<file path="src/rtl/bfa_pkg.sv">
package bfa_pkg;

    // table geometry
    localparam int NUM_BLOCKS = 16;
    localparam int BLK_W      = (NUM_BLOCKS > 1) ? $clog2(NUM_BLOCKS) : 1;
    localparam int CNT_W      = $clog2(NUM_BLOCKS + 1);

    // field widths
    localparam int IDX_W  = 4;
    localparam int SIZE_W = 16;
    localparam int TOT_W  = SIZE_W + BLK_W;
    localparam int XIDX_W = (IDX_W > BLK_W) ? IDX_W : BLK_W;

    // opcodes
    localparam logic OP_LOAD    = 1'b0;
    localparam logic OP_REQUEST = 1'b1;

    // one table entry as stored in memory
    typedef struct packed {
        logic              reserved;
        logic              full;
        logic [SIZE_W-1:0] size;
    } entry_t;

    localparam int ENTRY_W = $bits(entry_t);

    // one result
    typedef struct packed {
        logic              granted;
        logic [IDX_W-1:0]  chosen_block;
        logic [SIZE_W-1:0] leftover;
        logic              external_fragment;
    } result_t;

endpackage

</file>
<file path="src/rtl/bfa_if.sv">
interface bfa_req_if;
    import bfa_pkg::*;

    logic              valid;
    logic              ready;
    logic              opcode;
    logic [IDX_W-1:0]  block_index;
    logic              block_reserved;
    logic [SIZE_W-1:0] size;

    modport source (output valid, opcode, block_index, block_reserved, size, input ready);
    modport sink   (input valid, opcode, block_index, block_reserved, size, output ready);
endinterface

interface bfa_res_if;
    import bfa_pkg::*;

    logic              valid;
    logic              ready;
    logic              granted;
    logic [IDX_W-1:0]  chosen_block;
    logic [SIZE_W-1:0] leftover;
    logic              external_fragment;

    modport source (output valid, granted, chosen_block, leftover, external_fragment,
                    input ready);
    modport sink   (input valid, granted, chosen_block, leftover, external_fragment,
                    output ready);
endinterface

</file>
<file path="src/rtl/best_fit_block_allocator_unit.sv">
// Best-fit block allocator over a table of NUM_BLOCKS entries.
// Channel req carries one request: opcode 0 loads an entry (size and
// reserved mark, full mark cleared), opcode 1 asks for size units.
// Channel res returns exactly one result per request: granted, the chosen
// entry and its leftover size, or on no fit the external_fragment flag if
// the unreserved entry sizes together would cover the request. A load goes
// from acceptance straight to the result hand-off, and the next request can
// be accepted once the block is back in idle. An allocation scans the table
// memory one entry a cycle through its single read port, and its result
// follows the scan, the registered read of the last entry, the write-back
// of the chosen entry and the result hand-off. The block then returns to
// idle before it accepts the next request.
// One request is in progress at a time; req.ready is high while idle, also
// while an earlier result still waits in the output register.
// If res.ready is low when a new result is finished, the block holds it
// internally and goes back to idle only once the output register is free.
// Reset clears every entry to size zero, free and not full through per-entry
// valid bits, so no clearing pass is needed; the block is ready right away.
module best_fit_block_allocator_unit (
    input  logic      clk,
    input  logic      rst_n,
    bfa_req_if.sink   req,
    bfa_res_if.source res
);
    import bfa_pkg::*;

    localparam logic [1:0] ST_IDLE = 2'd0;
    localparam logic [1:0] ST_SCAN = 2'd1;
    localparam logic [1:0] ST_WB   = 2'd2;
    localparam logic [1:0] ST_FIN  = 2'd3;

    logic [1:0]        state_reg, state_next;
    logic [CNT_W-1:0]  cnt_reg, cnt_next;
    logic [NUM_BLOCKS-1:0] ent_vld_reg;

    logic              rd_vld_reg;
    logic [BLK_W-1:0]  rd_idx_reg;
    logic              rd_ent_vld_reg;

    logic              found_reg;
    logic [BLK_W-1:0]  best_reg;
    logic [SIZE_W-1:0] best_left_reg;
    logic [TOT_W-1:0]  total_reg;
    logic [SIZE_W-1:0] req_size_reg;

    result_t           pend_reg;
    result_t           out_reg;
    logic              out_vld_reg;

    logic              in_acc;
    logic              load_acc;
    logic              ld_in_range;
    logic [XIDX_W-1:0] ld_idx_x;
    logic              issue;
    logic              last_eval;
    logic              out_free;

    logic              wr_en;
    logic [BLK_W-1:0]  wr_addr;
    entry_t            wr_data;
    entry_t            rd_data;

    logic [SIZE_W-1:0] ev_size;
    logic              ev_rsv;
    logic              ev_full;
    logic              ev_fit;
    logic [SIZE_W-1:0] ev_left;
    logic              ev_take;

    // handshake decode
    assign req.ready   = (state_reg == ST_IDLE);
    assign in_acc      = req.valid && req.ready;
    assign load_acc    = in_acc && (req.opcode == OP_LOAD);
    assign ld_idx_x    = XIDX_W'(req.block_index);
    assign ld_in_range = ({1'b0, ld_idx_x} < (XIDX_W + 1)'(NUM_BLOCKS));
    assign issue       = (state_reg == ST_SCAN) && (cnt_reg < CNT_W'(NUM_BLOCKS));
    assign last_eval   = rd_vld_reg && (rd_idx_reg == BLK_W'(NUM_BLOCKS - 1));
    assign out_free    = !out_vld_reg || res.ready;

    // table memory write port: load or write-back of the chosen entry
    always_comb
    begin
        wr_en   = 1'b0;
        wr_addr = ld_idx_x[BLK_W-1:0];
        wr_data = '{reserved: req.block_reserved, full: 1'b0, size: req.size};
        if (load_acc && ld_in_range)
        begin
            wr_en = 1'b1;
        end
        else if ((state_reg == ST_WB) && found_reg)
        begin
            wr_en   = 1'b1;
            wr_addr = best_reg;
            wr_data = '{reserved: 1'b0, full: (best_left_reg == '0), size: best_left_reg};
        end
    end

    bfa_ram #(
        .WIDTH (ENTRY_W),
        .DEPTH (NUM_BLOCKS)
    ) u_table (
        .clk     (clk),
        .wr_en   (wr_en),
        .wr_addr (wr_addr),
        .wr_data (wr_data),
        .rd_en   (issue),
        .rd_addr (cnt_reg[BLK_W-1:0]),
        .rd_data (rd_data)
    );

    // evaluate the entry read last cycle; unwritten entries read as zero
    always_comb
    begin
        ev_size = rd_ent_vld_reg ? rd_data.size     : '0;
        ev_rsv  = rd_ent_vld_reg ? rd_data.reserved : 1'b0;
        ev_full = rd_ent_vld_reg ? rd_data.full     : 1'b0;
        ev_fit  = rd_vld_reg && !ev_rsv && !ev_full && (ev_size >= req_size_reg);
        ev_left = ev_size - req_size_reg;
        ev_take = ev_fit && (!found_reg || (ev_left < best_left_reg));
    end

    // sequencer
    always_comb
    begin
        state_next = state_reg;
        cnt_next   = cnt_reg;
        unique case (state_reg)
            ST_IDLE:
            begin
                cnt_next = '0;
                if (in_acc)
                begin
                    state_next = (req.opcode == OP_REQUEST) ? ST_SCAN : ST_FIN;
                end
            end
            ST_SCAN:
            begin
                if (issue)
                begin
                    cnt_next = cnt_reg + 1'b1;
                end
                if (last_eval)
                begin
                    state_next = ST_WB;
                end
            end
            ST_WB:
            begin
                state_next = ST_FIN;
            end
            ST_FIN:
            begin
                if (out_free)
                begin
                    state_next = ST_IDLE;
                end
            end
            default:
            begin
                state_next = ST_IDLE;
            end
        endcase
    end

    // control registers
    always_ff @(posedge clk or negedge rst_n)
    begin
        if (!rst_n)
        begin
            state_reg   <= ST_IDLE;
            cnt_reg     <= '0;
            rd_vld_reg  <= 1'b0;
            ent_vld_reg <= '0;
            out_vld_reg <= 1'b0;
            found_reg   <= 1'b0;
        end
        else
        begin
            state_reg  <= state_next;
            cnt_reg    <= cnt_next;
            rd_vld_reg <= issue;
            if (wr_en)
            begin
                ent_vld_reg[wr_addr] <= 1'b1;
            end
            if ((state_reg == ST_FIN) && out_free)
            begin
                out_vld_reg <= 1'b1;
            end
            else if (res.ready)
            begin
                out_vld_reg <= 1'b0;
            end
            if (in_acc)
            begin
                found_reg <= 1'b0;
            end
            else if (ev_take)
            begin
                found_reg <= 1'b1;
            end
        end
    end

    // scan datapath
    always_ff @(posedge clk)
    begin
        rd_idx_reg     <= cnt_reg[BLK_W-1:0];
        rd_ent_vld_reg <= ent_vld_reg[cnt_reg[BLK_W-1:0]];
        if (in_acc)
        begin
            req_size_reg <= req.size;
            total_reg    <= '0;
        end
        else if (rd_vld_reg && !ev_rsv)
        begin
            total_reg <= total_reg + TOT_W'(ev_size);
        end
        if (ev_take)
        begin
            best_reg      <= rd_idx_reg;
            best_left_reg <= ev_left;
        end
    end

    // pending result and output register
    always_ff @(posedge clk)
    begin
        if (load_acc)
        begin
            pend_reg <= '0;
        end
        else if (state_reg == ST_WB)
        begin
            pend_reg.granted           <= found_reg;
            pend_reg.chosen_block      <= found_reg ? IDX_W'(best_reg) : '0;
            pend_reg.leftover          <= found_reg ? best_left_reg : '0;
            pend_reg.external_fragment <= !found_reg &&
                                          (total_reg >= TOT_W'(req_size_reg));
        end
        if ((state_reg == ST_FIN) && out_free)
        begin
            out_reg <= pend_reg;
        end
    end

    assign res.valid             = out_vld_reg;
    assign res.granted           = out_reg.granted;
    assign res.chosen_block      = out_reg.chosen_block;
    assign res.leftover          = out_reg.leftover;
    assign res.external_fragment = out_reg.external_fragment;

    // no table write while the scan reads it
    a_no_write_in_scan: assert property (@(posedge clk) disable iff (!rst_n)
        (state_reg == ST_SCAN) |-> !wr_en)
        else $error("table written during scan");

    // a grant never also flags fragmentation
    a_grant_no_frag: assert property (@(posedge clk) disable iff (!rst_n)
        res.valid && res.granted |-> !res.external_fragment)
        else $error("grant with fragmentation flag");

    // read data only shows up after a scan read was issued
    a_read_from_scan: assert property (@(posedge clk) disable iff (!rst_n)
        rd_vld_reg |-> $past(state_reg == ST_SCAN))
        else $error("evaluation without scan read");

    // write-back is followed directly by the hand-off
    a_wb_to_fin: assert property (@(posedge clk) disable iff (!rst_n)
        (state_reg == ST_WB) |=> (state_reg == ST_FIN))
        else $error("write-back not followed by hand-off");

    // a new result is only loaded when the output slot is free
    a_no_overwrite: assert property (@(posedge clk) disable iff (!rst_n)
        (state_reg == ST_FIN) && out_vld_reg && !res.ready |=> (state_reg == ST_FIN))
        else $error("result left hand-off while output stalled");

endmodule

</file>
<file path="src/rtl/bfa_ram.sv">
module bfa_ram #(
    parameter int WIDTH = 8,
    parameter int DEPTH = 16
) (
    input  logic                       clk,
    input  logic                       wr_en,
    input  logic [$clog2(DEPTH)-1:0]   wr_addr,
    input  logic [WIDTH-1:0]           wr_data,
    input  logic                       rd_en,
    input  logic [$clog2(DEPTH)-1:0]   rd_addr,
    output logic [WIDTH-1:0]           rd_data
);

    logic [WIDTH-1:0] mem [DEPTH];

    // write port
    always_ff @(posedge clk)
    begin
        if (wr_en)
        begin
            mem[wr_addr] <= wr_data;
        end
    end

    // registered read port
    always_ff @(posedge clk)
    begin
        if (rd_en)
        begin
            rd_data <= mem[rd_addr];
        end
    end

endmodule
</file>
<file path="src/flat_wrapper.sv">
// flat-port wrapper written by rule: the top's interface ports become plain ports
module best_fit_block_allocator_unit_flat import bfa_pkg::*;
  (clk, rst_n, req_valid, req_opcode, req_block_index, req_block_reserved, req_size, req_ready, res_valid, res_granted, res_chosen_block, res_leftover, res_external_fragment, res_ready);
  bfa_req_if req_i ();
  bfa_res_if res_i ();
  input  logic clk;
  input  logic rst_n;
  input wire logic [$bits(req_i.valid)-1:0] req_valid;
  input wire logic [$bits(req_i.opcode)-1:0] req_opcode;
  input wire logic [$bits(req_i.block_index)-1:0] req_block_index;
  input wire logic [$bits(req_i.block_reserved)-1:0] req_block_reserved;
  input wire logic [$bits(req_i.size)-1:0] req_size;
  output wire logic [$bits(req_i.ready)-1:0] req_ready;
  output wire logic [$bits(res_i.valid)-1:0] res_valid;
  output wire logic [$bits(res_i.granted)-1:0] res_granted;
  output wire logic [$bits(res_i.chosen_block)-1:0] res_chosen_block;
  output wire logic [$bits(res_i.leftover)-1:0] res_leftover;
  output wire logic [$bits(res_i.external_fragment)-1:0] res_external_fragment;
  input wire logic [$bits(res_i.ready)-1:0] res_ready;
  assign req_i.valid = req_valid;
  assign req_i.opcode = req_opcode;
  assign req_i.block_index = req_block_index;
  assign req_i.block_reserved = req_block_reserved;
  assign req_i.size = req_size;
  assign req_ready = req_i.ready;
  assign res_valid = res_i.valid;
  assign res_granted = res_i.granted;
  assign res_chosen_block = res_i.chosen_block;
  assign res_leftover = res_i.leftover;
  assign res_external_fragment = res_i.external_fragment;
  assign res_i.ready = res_ready;
  best_fit_block_allocator_unit u_core (.clk(clk), .rst_n(rst_n), .req(req_i), .res(res_i));
endmodule
</file>
<file path="config.mk">
export PLATFORM = sky130hd
export DESIGN_NAME = best_fit_block_allocator_unit_flat
export DESIGN_NICKNAME = d
export VERILOG_FILES = /design/src/rtl/bfa_pkg.sv /design/src/rtl/bfa_if.sv /design/src/rtl/best_fit_block_allocator_unit.sv /design/src/rtl/bfa_ram.sv /design/src/flat_wrapper.sv
export SDC_FILE = /design/constraint.sdc
export NUM_CORES = 1
export LEC_CHECK = 0
export BUFFER_PORTS_ARGS = -buffer_cell sky130_fd_sc_hd__buf_2
export CAP_MARGIN = 30
export CORE_MARGIN = 2
export CORE_UTILIZATION = 50
export DETAILED_ROUTE_END_ITERATION = 12
export PLACE_DENSITY = 0.68
export SKIP_CTS_REPAIR_TIMING = 1
export SLEW_MARGIN = 10
export SYNTH_ARGS = -nofsm -noshare
export SYNTH_HDL_FRONTEND = slang
export SYNTH_SLANG_ARGS = --single-unit
</file>
<file path="constraint.sdc">
create_clock -name clk -period 14.28 [get_ports clk]
set_input_delay 0 -clock clk [delete_from_list [all_inputs] [get_ports clk]]
set_output_delay 0 -clock clk [all_outputs]
set_load 0.005 [all_outputs]
</file>
; ---- Word level (Yosys, flattened, before mapping)
; Memory sizes are Yosys's and may differ from the RTL's. A register that Yosys moved wholly into a read port is not among the register bits.
; Cells that the tools add are included.
[totals]
ff_bits = 131
ram_bits = 288
input_bits = 26
out_inout_bits = 24
word_cells = 94
n_memories = 1
[op_classes]
n_addsub = 3
n_lt_le_gt_ge = 7
eq_ne = 8
muxes = 28
bitwise_logic = 2
n_reduce_logical = 25
[memory_table]
columns = name, words, width, read_ports, rd_clocked_by_memory_dff, wr, line
row1 = u_core.u_table.mem, 16, 18, 1, 1, 1, bfa_ram.sv:14  ; logic [WIDTH-1:0] mem [DEPTH];
[ops]
columns = operator, count
row1 = 18-bit 2-to-1 mux, 2
row2 = 16-bit 2-to-1 mux, 2
row3 = 20-bit by 16-bit adder with 20-bit output, 1
row4 = 20-bit by 16-bit >= comparator with 1-bit output, 1
row5 = 16-bit >= comparator, 1
row6 = 16-bit zero test, 1
row7 = 16-bit less-than comparator, 1
row8 = 16-bit bitwise OR, 1
row9 = 16-bit subtractor, 1
row10 = 1-bit logical AND, 12
row11 = 1-bit 2-to-1 mux, 12
row12 = 4-bit 2-to-1 mux, 3
row13 = "4-bit by 5-bit less-than comparator with 1-bit output, second input constant", 2
row14 = 5-bit one-hot mux with 2 select lines, 1
row15 = 2-bit 2-to-1 mux, 4
row16 = 2-bit one-hot mux with 4 select lines, 1
row17 = "2-bit by 1-bit != test with 1-bit output, second input constant", 3
row18 = 2-bit nonzero test, 3
row19 = "5-bit by 1-bit adder with 5-bit output, second input constant", 1
row20 = "5-bit less-than comparator, second input constant", 1
row21 = 5-bit 2-to-1 mux, 1
row22 = 1-bit binary-select mux with 4-bit select, 1
row23 = 1-bit demux with 4-bit select, 1
row24 = "2-bit equality test, second input constant", 2
row25 = 10 further kinds, 14

; ---- Longest topological paths before layout
[logic_depth]
word_depth = 9
ltp_mapped = 21
depth_no_buf = 18

; ---- By module
; Synthesis repeated with hierarchy kept, for this count alone.
[hier_totals]
hier_cells = 1232
hier_area_um2 = 18816.8
[by_module_without_submodules]
columns = mod, n_inst, cells_per_inst, area_each_um2
row1 = bfa_ram, 1, 482, 11503.5
row2 = best_fit_block_allocator_unit, 1, 750, 7313.3

; ---- Least setup slack after synthesis
; No wires, ideal clock.
[synth_path]
path_kind = flip-flop to flip-flop
from = register u_core.rd_ent_vld_reg
to = register u_core.best_left_reg[0] (enable)
setup_time_ps = 428
arrival_ps = 5333
path_slack_ps = 8519
stages_incl_launch_ff = 21
path_buffers = 3
synth_period_minus_slack_ps = 5761
path_cell_list = dfxtp_1 > buf_6 > clkbuf_1 > clkbuf_1 > nand2_1 > ha_1 > fa_1 > inv_1 > a211o_1 > a31o_2 > a21oi_1 > nand2b_1 > a311oi_1 > xor2_1 > ha_1 > a21o_1 > a21oi_1 > nor2_1 > a2111oi_0 > o21bai_1 > a211oi_1
[synth_between]
word_cells_on_any_way = 13
[synth_lines]
columns = item, line
row1 = start: declaration, best_fit_block_allocator_unit.sv:38  ; logic rd_ent_vld_reg;
row2 = start signal: assignment, best_fit_block_allocator_unit.sv:209  ; rd_ent_vld_reg <= ent_vld_reg[cnt_reg[BLK_W-1:0]];
row3 = 16-bit 2-to-1 mux, best_fit_block_allocator_unit.sv:114  ; ev_size = rd_ent_vld_reg ? rd_data.size : '0;
row4 = 16-bit subtractor, best_fit_block_allocator_unit.sv:118  ; ev_left = ev_size - req_size_reg;
row5 = named net u_core.ev_left[10], best_fit_block_allocator_unit.sv:67  ; logic [SIZE_W-1:0] ev_left;
row6 = 16-bit less-than comparator, best_fit_block_allocator_unit.sv:119  ; ev_take = ev_fit && (!found_reg || (ev_left < best_left_reg));
row7 = 1-bit logical OR, best_fit_block_allocator_unit.sv:119
row8 = 1-bit logical AND, best_fit_block_allocator_unit.sv:119
row9 = named net u_core.ev_take, best_fit_block_allocator_unit.sv:68  ; logic ev_take;
row10 = end signal: assignment, best_fit_block_allocator_unit.sv:222  ; best_left_reg <= ev_left;
row11 = end: declaration, best_fit_block_allocator_unit.sv:42  ; logic [SIZE_W-1:0] best_left_reg;
; The timed path passes the listed nets, and every way through them passes these cells.
; A chain may end at the register's enable or synchronous reset.

; ---- Worst setup path after layout
[layout_path]
from = register u_core.rd_ent_vld_reg
to = register u_core.best_left_reg[9] (enable)
; The elaborated chain is that of the path after synthesis.

==> flow_summary.ini <==
[drt]
route.detailed.wl_per_inst_um = 23.4
postRouteAntennaNets = 0
wl_mm = 45.8
drcViolationCount = 0
vias = 11450
drt_pre_antenna_iters = 5
drt_iter0_drc = 929
routed_via_density = 5.84

[setup_path]
start_kind = flop
cp-end-kind = flop
crit_path_max_incr_delay_ns = 0.84
cp.arrival_ns = 5.68
critPathTopFamily = compound AO/OA/AOI/OAI gates
timing.critical_path.buf_inv = 4
slowest_stage = a211oi_2
worst-path-max-fanout = 29
worst-setup-path-type = reg -> reg
crit_chain = buf_4 -> and2_1 -> inv_1 -> fa_1 -> inv_1 -> a211o_1 -> a31o_2 -> a21oi_1 -> nand2b_1 -> a311oi_1 -> xor2_1 -> ha_1 -> a21o_1 -> a21oi_1 -> nor2_1 -> a2111oi_0 -> o21bai_1 -> a211oi_2 -> buf_4
cp_data_required_time_ns = 14.54

[final_layout]
largest_register_ffs = 288
final_net_count = 1507
post-route-cell-area_um2 = 21700
stdcell_count = 1962
fraction_of_final_layout_cells_sized_beyond_drive_strength_1 = 0.168
finish.utilization = 0.579
syn_to_final_growth_pct = 14.9
fillerInstances = 2951

[place]
routabilityCongestion = 0.931
place_inst = 1855
placed_area_um2 = 20000
numPortBuffers = 49
hpwl_mm = 29.9

[floorplan]
ios = 50
die_width_um = 198
num_rows = 71
die_area_um2 = 39400
height_of_the_die_um = 198
core_area_um2 = 37500
initial_core_util = 0.504

[yosys]
mux_cell_area_share_after_synthesis = 0.0866
number_of_synthesized_flops_with_an_enable_pin = 364
ys_dominant_reg_cell = edfxtp_1
synth_xor_xnor_area_share = 0.0116
synthDominantCellAreaShare = 0.578
combinational_family_with_the_most_area_after_synthesis = compound AO/OA/AOI/OAI gates
synth_adder_area_share = 0.0451
synthCells = 1313
syn-mean-instance-area_um2 = 14.4
synth_largest_area_cell = edfxtp_1
synthesized_netlist_net_count = 1406
synth-seq-area-share = 0.662
synth_warnings = 0
synthSimpleGateAreaFrac = 0.0680
yosys-top-cells-area = edfxtp_1 (58%), dfxtp_1 (5.0%), mux4_2 (4.5%)
asyncSetResetFlopFracSynth = 0.0595
mappedNetlistArea_um2 = 18900
synth_compound_area_frac = 0.103
synth.ff_latch_count = 437
synth.lib_cells_used.distinct = 72

[hold_path]
min_path_type = in -> async

[clock_network]
cts-root-buf = clkbuf_16
cts_tree = done
ctsHtreeMaxLevel = 2
clock_latency_ns = 0.57
clkSinkCount = 437
cts.path.max_buffers = 3
cts_made_buffers = 45
clk_pin_slew_worst_paths_ns = 0.06

[global_routing]
grt_busiest_layer = met2
grt_util_met2 = 0.393
global_route.usage.total = 0.238
grt_first_pass_wirelength_mm = 69.1
grt_antenna_before_repair = 1
gr-usage-met1 = 0.323
overflow = 0
first_global_vias = 11403
grt_start_max_net_pins = 55
global_route.usage.met3 = 0.0398

[sta]
worst_clock_skew_ns = 0.0251
timing.max_slew.rel_slack = 0.355
timing.final.hold_violations = 16
grt_setup_unrepaired = no
report.final.setup_viol = 0
timing.fmax_ghz = 0.184
min_period_over_period = 0.380
timing.setup.tns_ns = 0
shortest_clock_period_the_worst_path_allows_after_layout_ns = 5.42
worst_slew_pin_slew_ns = 0.962
slew_viol_final = 0
worst_hold_slack_ns = -0.0101

[run_status]
violations = hold timing
outcome = complete, but fails checks

[pwr]
power.density_cell_area_nw_per_um2 = 197
peakVddDrop_v = 0.000126
power_mw = 4.29
cellLeakagePower_nw = 8.08

[run]
max-cap-violations = 0
-- routing by layer --
metal / up-vias / part of all wire
met3: 71 / 0.051
met1: 5787 / 0.44
li1: 5272 / -
met2: 320 / 0.49
met4: 0 / 0.027
met5: - / 0
-- power by group --
part	internal [mW]	total [mW]	switching [mW]
Combinational	0.554	1.38	0.830
Sequential	1.61	1.72	0.107
Clock	0.701	1.18	0.483
-- cells in the mapped netlist (5+ instances only) --
cell and instances:
dfrtp_1 26, o21bai_1 5, a21oi_1 52, or2_2 20, a31oi_1 10, clkbuf_1 36
mux2i_1 78, and3_1 7, buf_1 8, nand3_1 8, xor2_1 5, mux4_2 38
xnor2_1 20, a211oi_1 10, and2_1 21, nor2_1 46, nor4_1 8, a21o_1 22
nand4_1 9, ha_1 65, edfxtp_1 364, nor3_1 10, o211ai_1 5, nand2_1 117
a221oi_1 41, dfxtp_1 47, o21ai_0 78, buf_2 7, nor2b_1 6, a22oi_1 19
nand2b_1 6, inv_1 56
-- cell usage in the layout, fill, tap and decap left out, types with 6 or more instances in the layout --
master / n
buf_4: 33
buf_2: 50
nand4_1: 9
and3_1: 7
mux4_2: 38
or2_2: 20
nor2_1: 29
a22oi_1: 19
edfxtp_1: 364
ha_1: 65
nor2_2: 10
and2_1: 21
clkbuf_1: 14
a211oi_1: 9
nand2_1: 117
dlygate4sd3_1: 20
o21ai_0: 78
a221oi_1: 41
nand3_1: 8
dfrtp_1: 24
clkbuf_16: 45
a21o_1: 22
xnor2_1: 20
nor2_4: 8
nand2b_1: 6
dfxtp_1: 47
a21oi_1: 52
nor4_1: 8
inv_1: 56
a31oi_1: 10
mux2i_1: 78
clkbuf_8: 9
nor3_1: 10
-- path summary, 6_finish.rpt --
| kind | start | end | slack, ns | cells past startpoint |
|---|---|---|---|---|
| worst max-delay path | u_core.rd_ent_vld_reg | u_core.best_left_reg[9] | 8.86 | 19 |
| worst min-delay path | rst_n | u_core.ent_vld_reg[6] | -0.01 | 2 |
| worst max register to register | u_core.rd_ent_vld_reg | u_core.best_left_reg[9] | 8.86 | 19 |
| worst min register to register | u_core.rd_idx_reg[2] | u_core.best_reg[2] | 0.43 | 0 |
| max in group asynchronous | rst_n | u_core.cnt_reg[0] | 13.81 | 2 |
| min in group clk | req_block_reserved | u_core.u_table.mem[7][17] | 0.15 | 2 |
-- area by class of cell --
| cell class | count | area (µm²) | area share |
|---|---|---|---|
| flip-flops and latches | 437 | 12500 | 0.577 |
| multi-input cells | 765 | 6030 | 0.277 |
| clock buffers | 67 | 1290 | 0.0593 |
| repair buffers | 108 | 797 | 0.0367 |
| well taps | 511 | 639 | 0.0294 |
| clock inverters | 16 | 223 | 0.0103 |
| inverters | 57 | 214 | 0.00985 |
| diodes | 1 | 2.50 | 0.000115 |
-- cell families (layout without fill, tap and decap cells) --
logic type	count (synthesis)	count (layout)
flops	437	437
mux	116	116
fa+ha+maj	67	67
other cells	0	1
simple gates	271	271
buf+inv	111	248
compound gates	286	286
xor+xnor	25	25
-- metrics by stage --
stage,worst slack [ns],hold slack (ns)
2_1_floorplan,8.52,-0.296
5_1_grt,8.41,0.0299
3_5_place_dp,8.90,0.0405
4_1_cts,8.92,-0.567
6_report,8.86,-0.0101
3_3_place_gp,9.07,0.0425
(Power assumes the default switching activity.)
